===== config.mk =====
export PLATFORM = sky130hd
export DESIGN_NAME = pmhb_front
export DESIGN_NICKNAME = d
export VERILOG_FILES = /design/src/rtl/pmhb_pkg.sv /design/src/rtl/pmhb_front.sv
export SDC_FILE = /design/constraint.sdc
export NUM_CORES = 1
export LEC_CHECK = 0
export BUFFER_PORTS_ARGS = -buffer_cell sky130_fd_sc_hd__buf_2
export CORE_ASPECT_RATIO = 1.5
export CORE_MARGIN = 1.5
export CORE_UTILIZATION = 45
export CTS_BUF_LIST = sky130_fd_sc_hd__clkbuf_16
export CTS_CLUSTER_SIZE = 30
export DETAILED_ROUTE_END_ITERATION = 10
export PLACE_DENSITY_LB_ADDON = 0.25
export SETUP_SLACK_MARGIN = 0.05
export SYNTH_ARGS = -nofsm -noshare
export SYNTH_HDL_FRONTEND = slang
export SYNTH_SLANG_ARGS = --single-unit

===== constraint.sdc =====
create_clock -name clk -period 11.51 [get_ports clk]
set_clock_uncertainty 0.2 [all_clocks]
set_input_delay 0 -clock clk [delete_from_list [all_inputs] [get_ports clk]]
set_output_delay 0 -clock clk [all_outputs]
set_load 0.02 [all_outputs]

===== src/rtl/pmhb_pkg.sv =====
// shared types, op codes and angle table for the polar max-height binning block
package pmhb_pkg;

  localparam logic [1:0] OP_CLEAR = 2'd0;
  localparam logic [1:0] OP_ADD   = 2'd1;
  localparam logic [1:0] OP_READ  = 2'd2;
  localparam logic [1:0] OP_NONE  = 2'd3;

  localparam int CORDIC_STEPS = 30;
  localparam int CORDIC_SHIFT = 20;

  typedef struct packed {
    logic [1:0]         op;
    logic signed [19:0] x_mm;
    logic signed [19:0] y_mm;
    logic signed [19:0] z_mm;
    logic [4:0]         ring_sel;
    logic [5:0]         sector_sel;
  } item_t;

  typedef struct packed {
    logic sweeping_init;
    logic take;
  } back_status_t;

  function automatic logic [31:0] atan_val(input logic [4:0] i);
    logic [31:0] v;
    case (i)
      5'd0:  v = 32'h20000000;
      5'd1:  v = 32'h12E4051E;
      5'd2:  v = 32'h09FB385B;
      5'd3:  v = 32'h051111D4;
      5'd4:  v = 32'h028B0D43;
      5'd5:  v = 32'h0145D7E1;
      5'd6:  v = 32'h00A2F61E;
      5'd7:  v = 32'h00517C55;
      5'd8:  v = 32'h0028BE53;
      5'd9:  v = 32'h00145F2F;
      5'd10: v = 32'h000A2F98;
      5'd11: v = 32'h000517CC;
      5'd12: v = 32'h00028BE6;
      5'd13: v = 32'h000145F3;
      5'd14: v = 32'h0000A2FA;
      5'd15: v = 32'h0000517D;
      5'd16: v = 32'h000028BE;
      5'd17: v = 32'h0000145F;
      5'd18: v = 32'h00000A30;
      5'd19: v = 32'h00000518;
      5'd20: v = 32'h0000028C;
      5'd21: v = 32'h00000146;
      5'd22: v = 32'h000000A3;
      5'd23: v = 32'h00000051;
      5'd24: v = 32'h00000029;
      5'd25: v = 32'h00000014;
      5'd26: v = 32'h0000000A;
      5'd27: v = 32'h00000005;
      5'd28: v = 32'h00000003;
      5'd29: v = 32'h00000001;
      default: v = 32'h00000000;
    endcase
    return v;
  endfunction

endpackage


===== src/rtl/pmhb_front.sv =====
// front end: accepts items, drops unused op codes and queues the rest
module pmhb_front import pmhb_pkg::*; (
  input  logic         clk,
  input  logic         rst_n,
  input  logic         start,
  output logic         busy,
  input  item_t        in_item,
  input  back_status_t status,
  output logic         q_valid,
  output item_t        q_item
);

  item_t      slot_r [2];
  logic       wp_r, wp_nxt, rp_r, rp_nxt;
  logic [1:0] cnt_r, cnt_nxt;
  logic       push, pop;

  assign busy    = (cnt_r == 2'd2) | status.sweeping_init;
  assign push    = start & ~busy & (in_item.op != OP_NONE);
  assign q_valid = (cnt_r != 2'd0);
  assign pop     = q_valid & status.take;
  assign q_item  = slot_r[rp_r];

  always_comb begin
    wp_nxt  = push ? ~wp_r : wp_r;
    rp_nxt  = pop ? ~rp_r : rp_r;
    cnt_nxt = cnt_r + {1'b0, push} - {1'b0, pop};
  end

  always_ff @(posedge clk) begin
    if (!rst_n) begin
      wp_r  <= 1'b0;
      rp_r  <= 1'b0;
      cnt_r <= 2'd0;
    end else begin
      wp_r  <= wp_nxt;
      rp_r  <= rp_nxt;
      cnt_r <= cnt_nxt;
    end
  end

  always_ff @(posedge clk) begin
    if (push) slot_r[wp_r] <= in_item;
  end

endmodule


==> Word level (Yosys, flattened, before mapping) <==
Memories as Yosys holds them, arrays and structs flattened. A register that Yosys moved wholly into a read port is not among the register bits.
Cells that the tools add are included.
{ "word_totals": {"output_inout_bits": 75, "ff_bits": 4, "input_bits": 78, "ram_bits": 146, "word_cells": 20, "n_memories": 1} }
{ "memory_table": {"columns": ["memory", "depth", "width", "rd", "rd_ports_with_merged_regs", "wr", "line", "source"], "rows": [
  ["slot_r", 2, 73, 1, 1, 1, "pmhb_front.sv:13", "item_t slot_r [2];"]
]} }
{ "op_classes": {"n_eq_ne": 2, "add_sub_neg": 2, "n_mux": 4, "bitwise": 7, "reduce_logical": 1} }
{ "ops": {"columns": ["operator", "n"], "rows": [
  ["two-way mux 1 bit", 4],
  ["bitwise AND 1 bit", 3],
  ["NOT 1 bit", 3],
  ["adder 2 x 1 -> 2 bit", 1],
  ["equality test 2 bit (second input constant)", 1],
  ["inequality test 2 bit (second input constant)", 1],
  ["nonzero test 2 bit", 1],
  ["subtractor 2 x 1 -> 2 bit", 1],
  ["bitwise OR 1 bit", 1]
]} }

==> Logic depth before layout (Yosys ltp) <==
Gate-level depths: netlist (run 1).
{ "depth": {"depth_word": 7, "depth_mapped": 8, "ltp_nobuf": 8} }

==> Worst setup path after synthesis (run 1) <==
Ideal clock, no wire load.
{ "synth_path": {"path_kind": "register to register", "start": "register cnt_r[0]", "end": "memory slot_r[0][0] (netlist name) (enable)", "path_slack_ns": 7.071, "synth_period_minus_slack_ns": 4.439, "t_arrival_ns": 3.734, "n_path_buf": 0, "setup_ns": 0.505, "path_stages_with_launch": 4, "cell_sequence": "dfxtp_1 > nand2b_1 > nand4b_1 > nor2_1"} }
{ "synth_via": {"elab_chain_cells": 7} }
{ "synth_lines": {"columns": ["element", "line", "source"], "rows": [
  ["from (decl)", "pmhb_front.sv:15", "logic [1:0] cnt_r, cnt_nxt;"],
  ["from (signal assigned)", "pmhb_front.sv:38", "cnt_r <= cnt_nxt;"],
  ["equality test 2 bit", "pmhb_front.sv:18", "assign busy = (cnt_r == 2'd2) | status.sweeping_init;"],
  ["bitwise OR 1 bit", "pmhb_front.sv:18", null],
  ["NOT 1 bit", "pmhb_front.sv:19", "assign push = start & ~busy & (in_item.op != OP_NONE);"],
  ["bitwise AND 1 bit (2 in series)", "pmhb_front.sv:19", null],
  ["two-way mux 1 bit", "pmhb_front.sv:43", "if (push) slot_r[wp_r] <= in_item;"],
  ["two-way mux 1 bit (not written as such)", "pmhb_front.sv:43", null],
  ["to (decl)", "pmhb_front.sv:13", null]
]} }
No other way between the ends.

==> impl_metrics.py, run 1 <==
metrics = {
    "die": {
        "coreArea_mm2": 0.01257,
        "fp.dieH_um": 142.9,
        "die_w_um": 96.24,
        "placementRows": 50,
        "ios": 153,
        "start_util": 0.4667,
        "die-area_mm2": 0.01375,
    },
    "finish": {
        "antenna_cells": 0,
        "multi_input_area_mm2": 0.001240,
        "finalNonFillerCells": 665,
        "layout.nets": 577,
        "final_cell_mix": "152 x buf_2, 146 x edfxtp_1, 77 x dlygate4sd3_1",
        "mostFrequentLayoutCell": "buf_2",
        "drive_gt1_frac": 0.5128,
        "regArea_mm2": 0.004488,
        "fillers": 893,
        "areaGrowthSynthToFinish_pct": 38.36,
    },
    "power_and_ir_drop": {
        "switching_power_w": 0.0003977,
        "p_leak_nw": 3.198,
        "power.internal_w": 0.001194,
        "p_clk_frac": 0.367,
        "p_comb_frac": 0.215,
        "ir_drop_mv": 0.1202,
        "swShare": 0.2499,
        "powerDensity_mw_per_mm2": 196.0,
        "pwr-share-seq": 0.418,
    },
    "detailed_routing": {
        "via_per_inst": 4.683,
        "wirelength_um": 10370,
        "drtPass1Iterations": 6,
        "dr_total_vias": 3114,
        "drc": 0,
        "ant_nets": 0,
        "wl_per_cell_um": 15.60,
        "drt_iter0_markers": 112,
    },
    "placement": {
        "place_inst": 557,
        "gp_congestion": 0.7189,
        "numPortBuffers": 152,
    },
    "global_routing": {
        "grt_use_total": 0.1558,
        "grt_start_max_net_pins": 74,
        "grt_pass1_wl_um": 15390,
        "grt_pass1_vias": 3304,
        "grt_overflow": 0,
        "antenna_found_initial": 0,
    },
    "synthesis": {
        "synth_area_mm2": 0.005868,
        "ys_warn_count": 0,
        "ys_types": 18,
        "synth_nets": 334,
        "synth.top_cell.area_share": 0.7471,
        "synth.area.top_cells": "edfxtp_1 75%, mux2_4 18%, buf_12 2.4%",
        "synth-seq-cells": 151,
        "ys_seq_area_frac": 0.7642,
        "syn_area_per_cell_um2": 23.10,
        "yosysTopAreaCell": "edfxtp_1",
        "synthCells": 254,
    },
    "status": {
        "status": "complete, no violations",
    },
    "clock_network": {
        "numClockSinks": 151,
        "cts_max_path_buffers": 2,
        "path_clk_slew_ns": 0.06,
        "root_buffer": "clkbuf_16",
        "cts_inserted_buffers": 17,
        "cts_tree": "done",
        "cts.htree.levels": 4,
        "post_cts_buffers": 0,
        "cts_resized": 0,
        "clock_latency_ns": 0.40,
    },
    "sta": {
        "grt_setup_unrepaired": "false",
        "timing.fmax_ghz": 0.3735,
        "period_needed_ns": 2.678,
        "setup_viol": 0,
        "period_share": 0.2326,
        "slew_headroom": 0.3273,
        "tns_ns": 0,
        "hold_violations": 0,
        "slew_viol_final": 0,
        "worst_pin_slew_ns": 1.009,
    },
    "critical_path": {
        "critical_path_arrival_ns": 2.48,
        "crit_type": "flip-flop to primary output",
        "crit_path_start_kind": "flip-flop",
        "worstPathRequired_ns": 11.31,
        "worstPathMaxFanout": 43,
        "end_kind": "primary output",
    },
    "hold_path": {
        "hp-class": "input port to flip-flop",
    },
    "flow_run": {
        "cap_violations": 0,
    },
}
worst max-delay path: stages, from the launching register on:
cell and delay, ns:
dfxtp_4 0.72, buf_4 0.72, mux2_2 0.41, buf_2 0.16
cell usage after synthesis:
cell / count
mux2i_1: 1
nor2b_1: 2
edfxtp_1: 146
ha_1: 2
xnor2_1: 3
mux2_2: 3
dfxtp_1: 5
buf_12: 7
and2_1: 2
nand4b_1: 1
nand2b_1: 2
mux2_4: 70
nand2_1: 3
buf_6: 1
o21a_1: 1
inv_1: 2
or2_2: 1
nor2_1: 2
through the flow:
stage | total power, W | setup WS [ns] | cell area, µm² | hold slack, ns | utilization
global route | 0.001649 | 8.706 | 8119 | 0.09858 | 0.6457
global placement | 0.0009992 | 9.191 | 6714 | -0.01099 | 0.5339
detailed placement | 0.001003 | 9.130 | 6714 | -0.008395 | 0.5339
floorplan | 0.0009389 | 7.071 | 5868 | -0.1011 | -
finish | 0.001591 | 8.832 | 8119 | 0.1104 | 0.6457
CTS | 0.001611 | 8.786 | 8119 | 0.08708 | 0.6457
flip-flops by register name (all words and copies together) (netlist names), named ones only:
| register | flops |
|---|---|
| rp_r | 1 |
| wp_r | 1 |
| cnt_r | 2 |
| slot_r | 146 |
logic make-up (layout without fill, tap and decap cells):
group	Yosys count	in the layout	share of synthesized area
AOI/OAI and AO/OA	1	1	0.001280
xor gates and xnor gates	3	3	0.004478
adders and majority gates	2	2	0.004264
buffers and inverters	10	265	0.02708
DFF	151	151	0.7642
muxes	74	74	0.1866
and+or+nand+nor	13	13	0.01215
power groups by stage:
stage	Clock [W]	Sequential [W]	Combinational, W
detailed placement	0	0.000677	0.000326
global route	0.000615	0.000669	0.000365
floorplan	0	0.000659	0.000280
CTS	0.000598	0.000666	0.000348
finish	0.000584	0.000665	0.000343
global placement	0	0.000675	0.000324
final cells by class:
| cell class | count | share of cell area |
|---|---|---|
| clock buffers | 17 | 0.05240 |
| clock inverters | 14 | 0.02574 |
| repair buffers | 232 | 0.1914 |
| multi-input cells | 93 | 0.1527 |
| well taps | 156 | 0.02404 |
| flip-flops and latches | 151 | 0.5528 |
| inverters | 2 | 0.0009246 |
layer usage:
metal  wire (µm)  global-route usage
met5           0                   0
met4         262             0.08669
met3         520             0.04207
met2        5541              0.2691
met1        4046              0.1690
worst paths after layout:
kind                             startpoint             to  slack (ns)  cells after the start
worst max-delay path              flip-flop      q_item[1]        8.83                      3
worst min-delay path            in_item[62]  slot_r[0][62]        0.11                      2
worst max register to register     cnt_r[0]  slot_r[1][38]        9.17                      4
worst min register to register         wp_r           wp_r        0.32                      2
repair_timing:
| action | CTS | global route |
|---|---|---|
| endpoints found under the setup margin | 0 | 0 |
| endpoints found under the hold margin | 151 | 0 |
| hold buffers | 77 | 0 |
Power figures use the tool's default switching activity.
==> run 2, diff against run 1 <==
==> constraint.sdc (replaced) <==
create_clock -name clk -period 2.2 [get_ports clk]
set_clock_uncertainty 0.2 [all_clocks]
set_input_delay 0 -clock clk [delete_from_list [all_inputs] [get_ports clk]]
set_output_delay 0 -clock clk [all_outputs]
set_load 0.02 [all_outputs]
==> run 2 against run 1 <==
  * First-iteration DRC count is 22% higher
  * Sequential share of layout area is 0.44 points lower
  * Critical endpoint is now q_item[13]
  * Count of clock-buffer cells in the layout stayed put
==> impl_metrics.py, run 2 (synthesized netlist as in run 1, its figures left out) <==
metrics = {
    "status": {
        "status": "complete, no violations",
    },
    "critical_path": {
        "critical_path_buf_inv_count": 2,
        "crit_type": "flip-flop to primary output",
        "reg2regPathDepth": 8,
        "ff2ff_setup_slack_ns": 0.33,
        "worstPathRequired_ns": 2.00,
        "critical-path-slowest-cell": "dfxtp_4",
        "cp_cell_sequence": "buf_4 > mux2_4 > buf_2",
        "regToRegEndpoint": "cnt_r[1]",
        "critical_path_arrival_ns": 1.83,
        "end_kind": "primary output",
        "crit_path_start_kind": "flip-flop",
        "slowest_delay_ns": 0.66,
        "cp_top_family": "flip-flops",
        "worstPathMaxFanout": 24,
        "r2r-start": "cnt_r[0]",
    },
    "clock_network": {
        "cts.htree.levels": 4,
        "clock_latency_ns": 0.40,
        "cts_max_path_buffers": 2,
        "root_buffer": "clkbuf_16",
        "path_clk_slew_ns": 0.05,
        "cts_tree": "done",
        "cts_inserted_buffers": 17,
        "post_cts_buffers": 0,
        "numClockSinks": 151,
    },
    "sta": {
        "hold_violations": 0,
        "grt_setup_unrepaired": "false",
        "slew_viol_final": 0,
        "period_share": 0.9244,
        "setup_viol": 0,
        "layout_setup_ws_ns": 0.1664,
        "tns_ns": 0,
        "worst_pin_slew_ns": 0.4876,
        "slew_headroom": 0.6749,
        "period_needed_ns": 2.034,
        "timing.fmax_ghz": 0.4917,
    },
    "die": {
        "die-area_mm2": 0.01375,
        "start_util": 0.4667,
        "placementRows": 50,
        "ios": 153,
        "coreArea_mm2": 0.01257,
        "fp.dieH_um": 142.9,
        "die_w_um": 96.24,
    },
    "finish": {
        "fin_area_mm2": 0.008187,
        "mostFrequentLayoutCell": "buf_2",
        "regMostFlops": "slot_r",
        "areaGrowthSynthToFinish_pct": 39.51,
        "final_cell_mix": "152 x buf_2, 146 x edfxtp_1, 77 x dlygate4sd3_1",
        "fillers": 890,
        "top_regs": "slot_r: 146 flops, cnt_r: 2 flops",
        "antenna_cells": 0,
        "layout.nets": 584,
        "drive_gt1_frac": 0.5146,
        "largest_register_ffs": 146,
    },
    "flow_run": {
        "cap_violations": 0,
    },
    "detailed_routing": {
        "dr_total_vias": 3173,
        "drtPass1Iterations": 4,
        "wirelength_um": 11000,
        "via_per_inst": 4.729,
        "ant_nets": 0,
        "drc": 0,
        "wl_per_cell_um": 16.39,
        "drt_iter0_markers": 137,
    },
    "placement": {
        "dpl_cell_area_mm2": 0.006850,
        "numPortBuffers": 152,
        "hpwl_um": 6902,
        "post-place-ws_ns": 0.3169,
        "gp_congestion": 0.6594,
    },
    "power_and_ir_drop": {
        "p_leak_nw": 3.230,
        "powerDensity_mw_per_mm2": 993.5,
        "ir_drop_mv": 0.5993,
    },
    "global_routing": {
        "grt_pass1_wl_um": 16520,
        "antenna_found_initial": 0,
        "grt_pass1_vias": 3439,
        "grt_start_max_net_pins": 42,
        "grt_use_total": 0.1683,
        "grt_overflow": 0,
    },
    "hold_path": {
        "hold_path_end": "slot_r[1][1]",
        "hp-class": "input port to flip-flop",
        "holdCritStartpoint": "in_item[1]",
        "hold_depth": 2,
    },
}
==> run 2: through the flow <==
stage / std cells / power, W / hold WS [ns] / util
final: 671 / 0.008133 / 0.1155 / 0.6510
after global routing: 671 / 0.008469 / 0.1012 / 0.6510
after CTS: 671 / 0.008231 / 0.09588 / 0.6510
after detailed placement: 564 / 0.005348 / -0.008942 / 0.5448
after global placement: 564 / 0.005316 / -0.01215 / 0.5448
after floorplan: 254 / 0.004918 / -0.1011 / -
==> run 2: how the worst max path moves through the flow <==
stage | startpoint | end | slack, ns | cells after the start
floorplan | cnt_r[0] | slot_r[0][0] | -0.31 | 3
global placement | cnt_r[0] | cnt_r[1] | 0.44 | 8
detailed placement | cnt_r[0] | cnt_r[1] | 0.32 | 8
CTS | flip-flop | q_item[36] | 0.10 | 3
global route | flip-flop | q_item[72] | 0.07 | 3
finish | flip-flop | q_item[13] | 0.17 | 3
==> run 2: layout make-up <==
class                           instances  area, µm²  share of cell area
Clock buffer                           17      425.4             0.05196
Sequential cell                       151       4489              0.5484
Clock inverter                         13      140.1             0.01712
Tap cell                              156      195.2             0.02384
Multi-Input combinational cell         93       1247              0.1524
Timing Repair Buffer                  239       1682              0.2054
Inverter                                2      7.507           0.0009170
==> run 2: power by group <==
part           total [W]  leakage, nW  switching [W]  internal, W
sequential       0.00347         1.37       0.000126      0.00334
combinational    0.00191         1.57       0.000933     0.000978
clock            0.00276        0.285        0.00101      0.00174
total            0.00813         3.23        0.00207      0.00606
==> run 2: metal layers <==
layer  GRT usage  routed length (µm)
met1      0.1562                3793
met5           0                   0
met3     0.05804                 619
met2      0.3191                6344
met4     0.07198                 241
==> run 2: worst reg2reg max path, stage by stage, from the launching register on <==
cell      delay [ns]
dfxtp_2         0.35
nand2b_4        0.13
nand4b_1        0.13
ha_1            0.31
inv_1           0.04
ha_1            0.19
xnor2_1         0.14
xnor2_1         0.13
and2_1          0.16
==> run 2: repair_timing <==
action / in CTS / in global routing
hold buffers: 77 / 0
setup endpoints to repair: 0 / 0
endpoints found under the hold margin: 151 / 0
gates resized for setup: 0 / 0
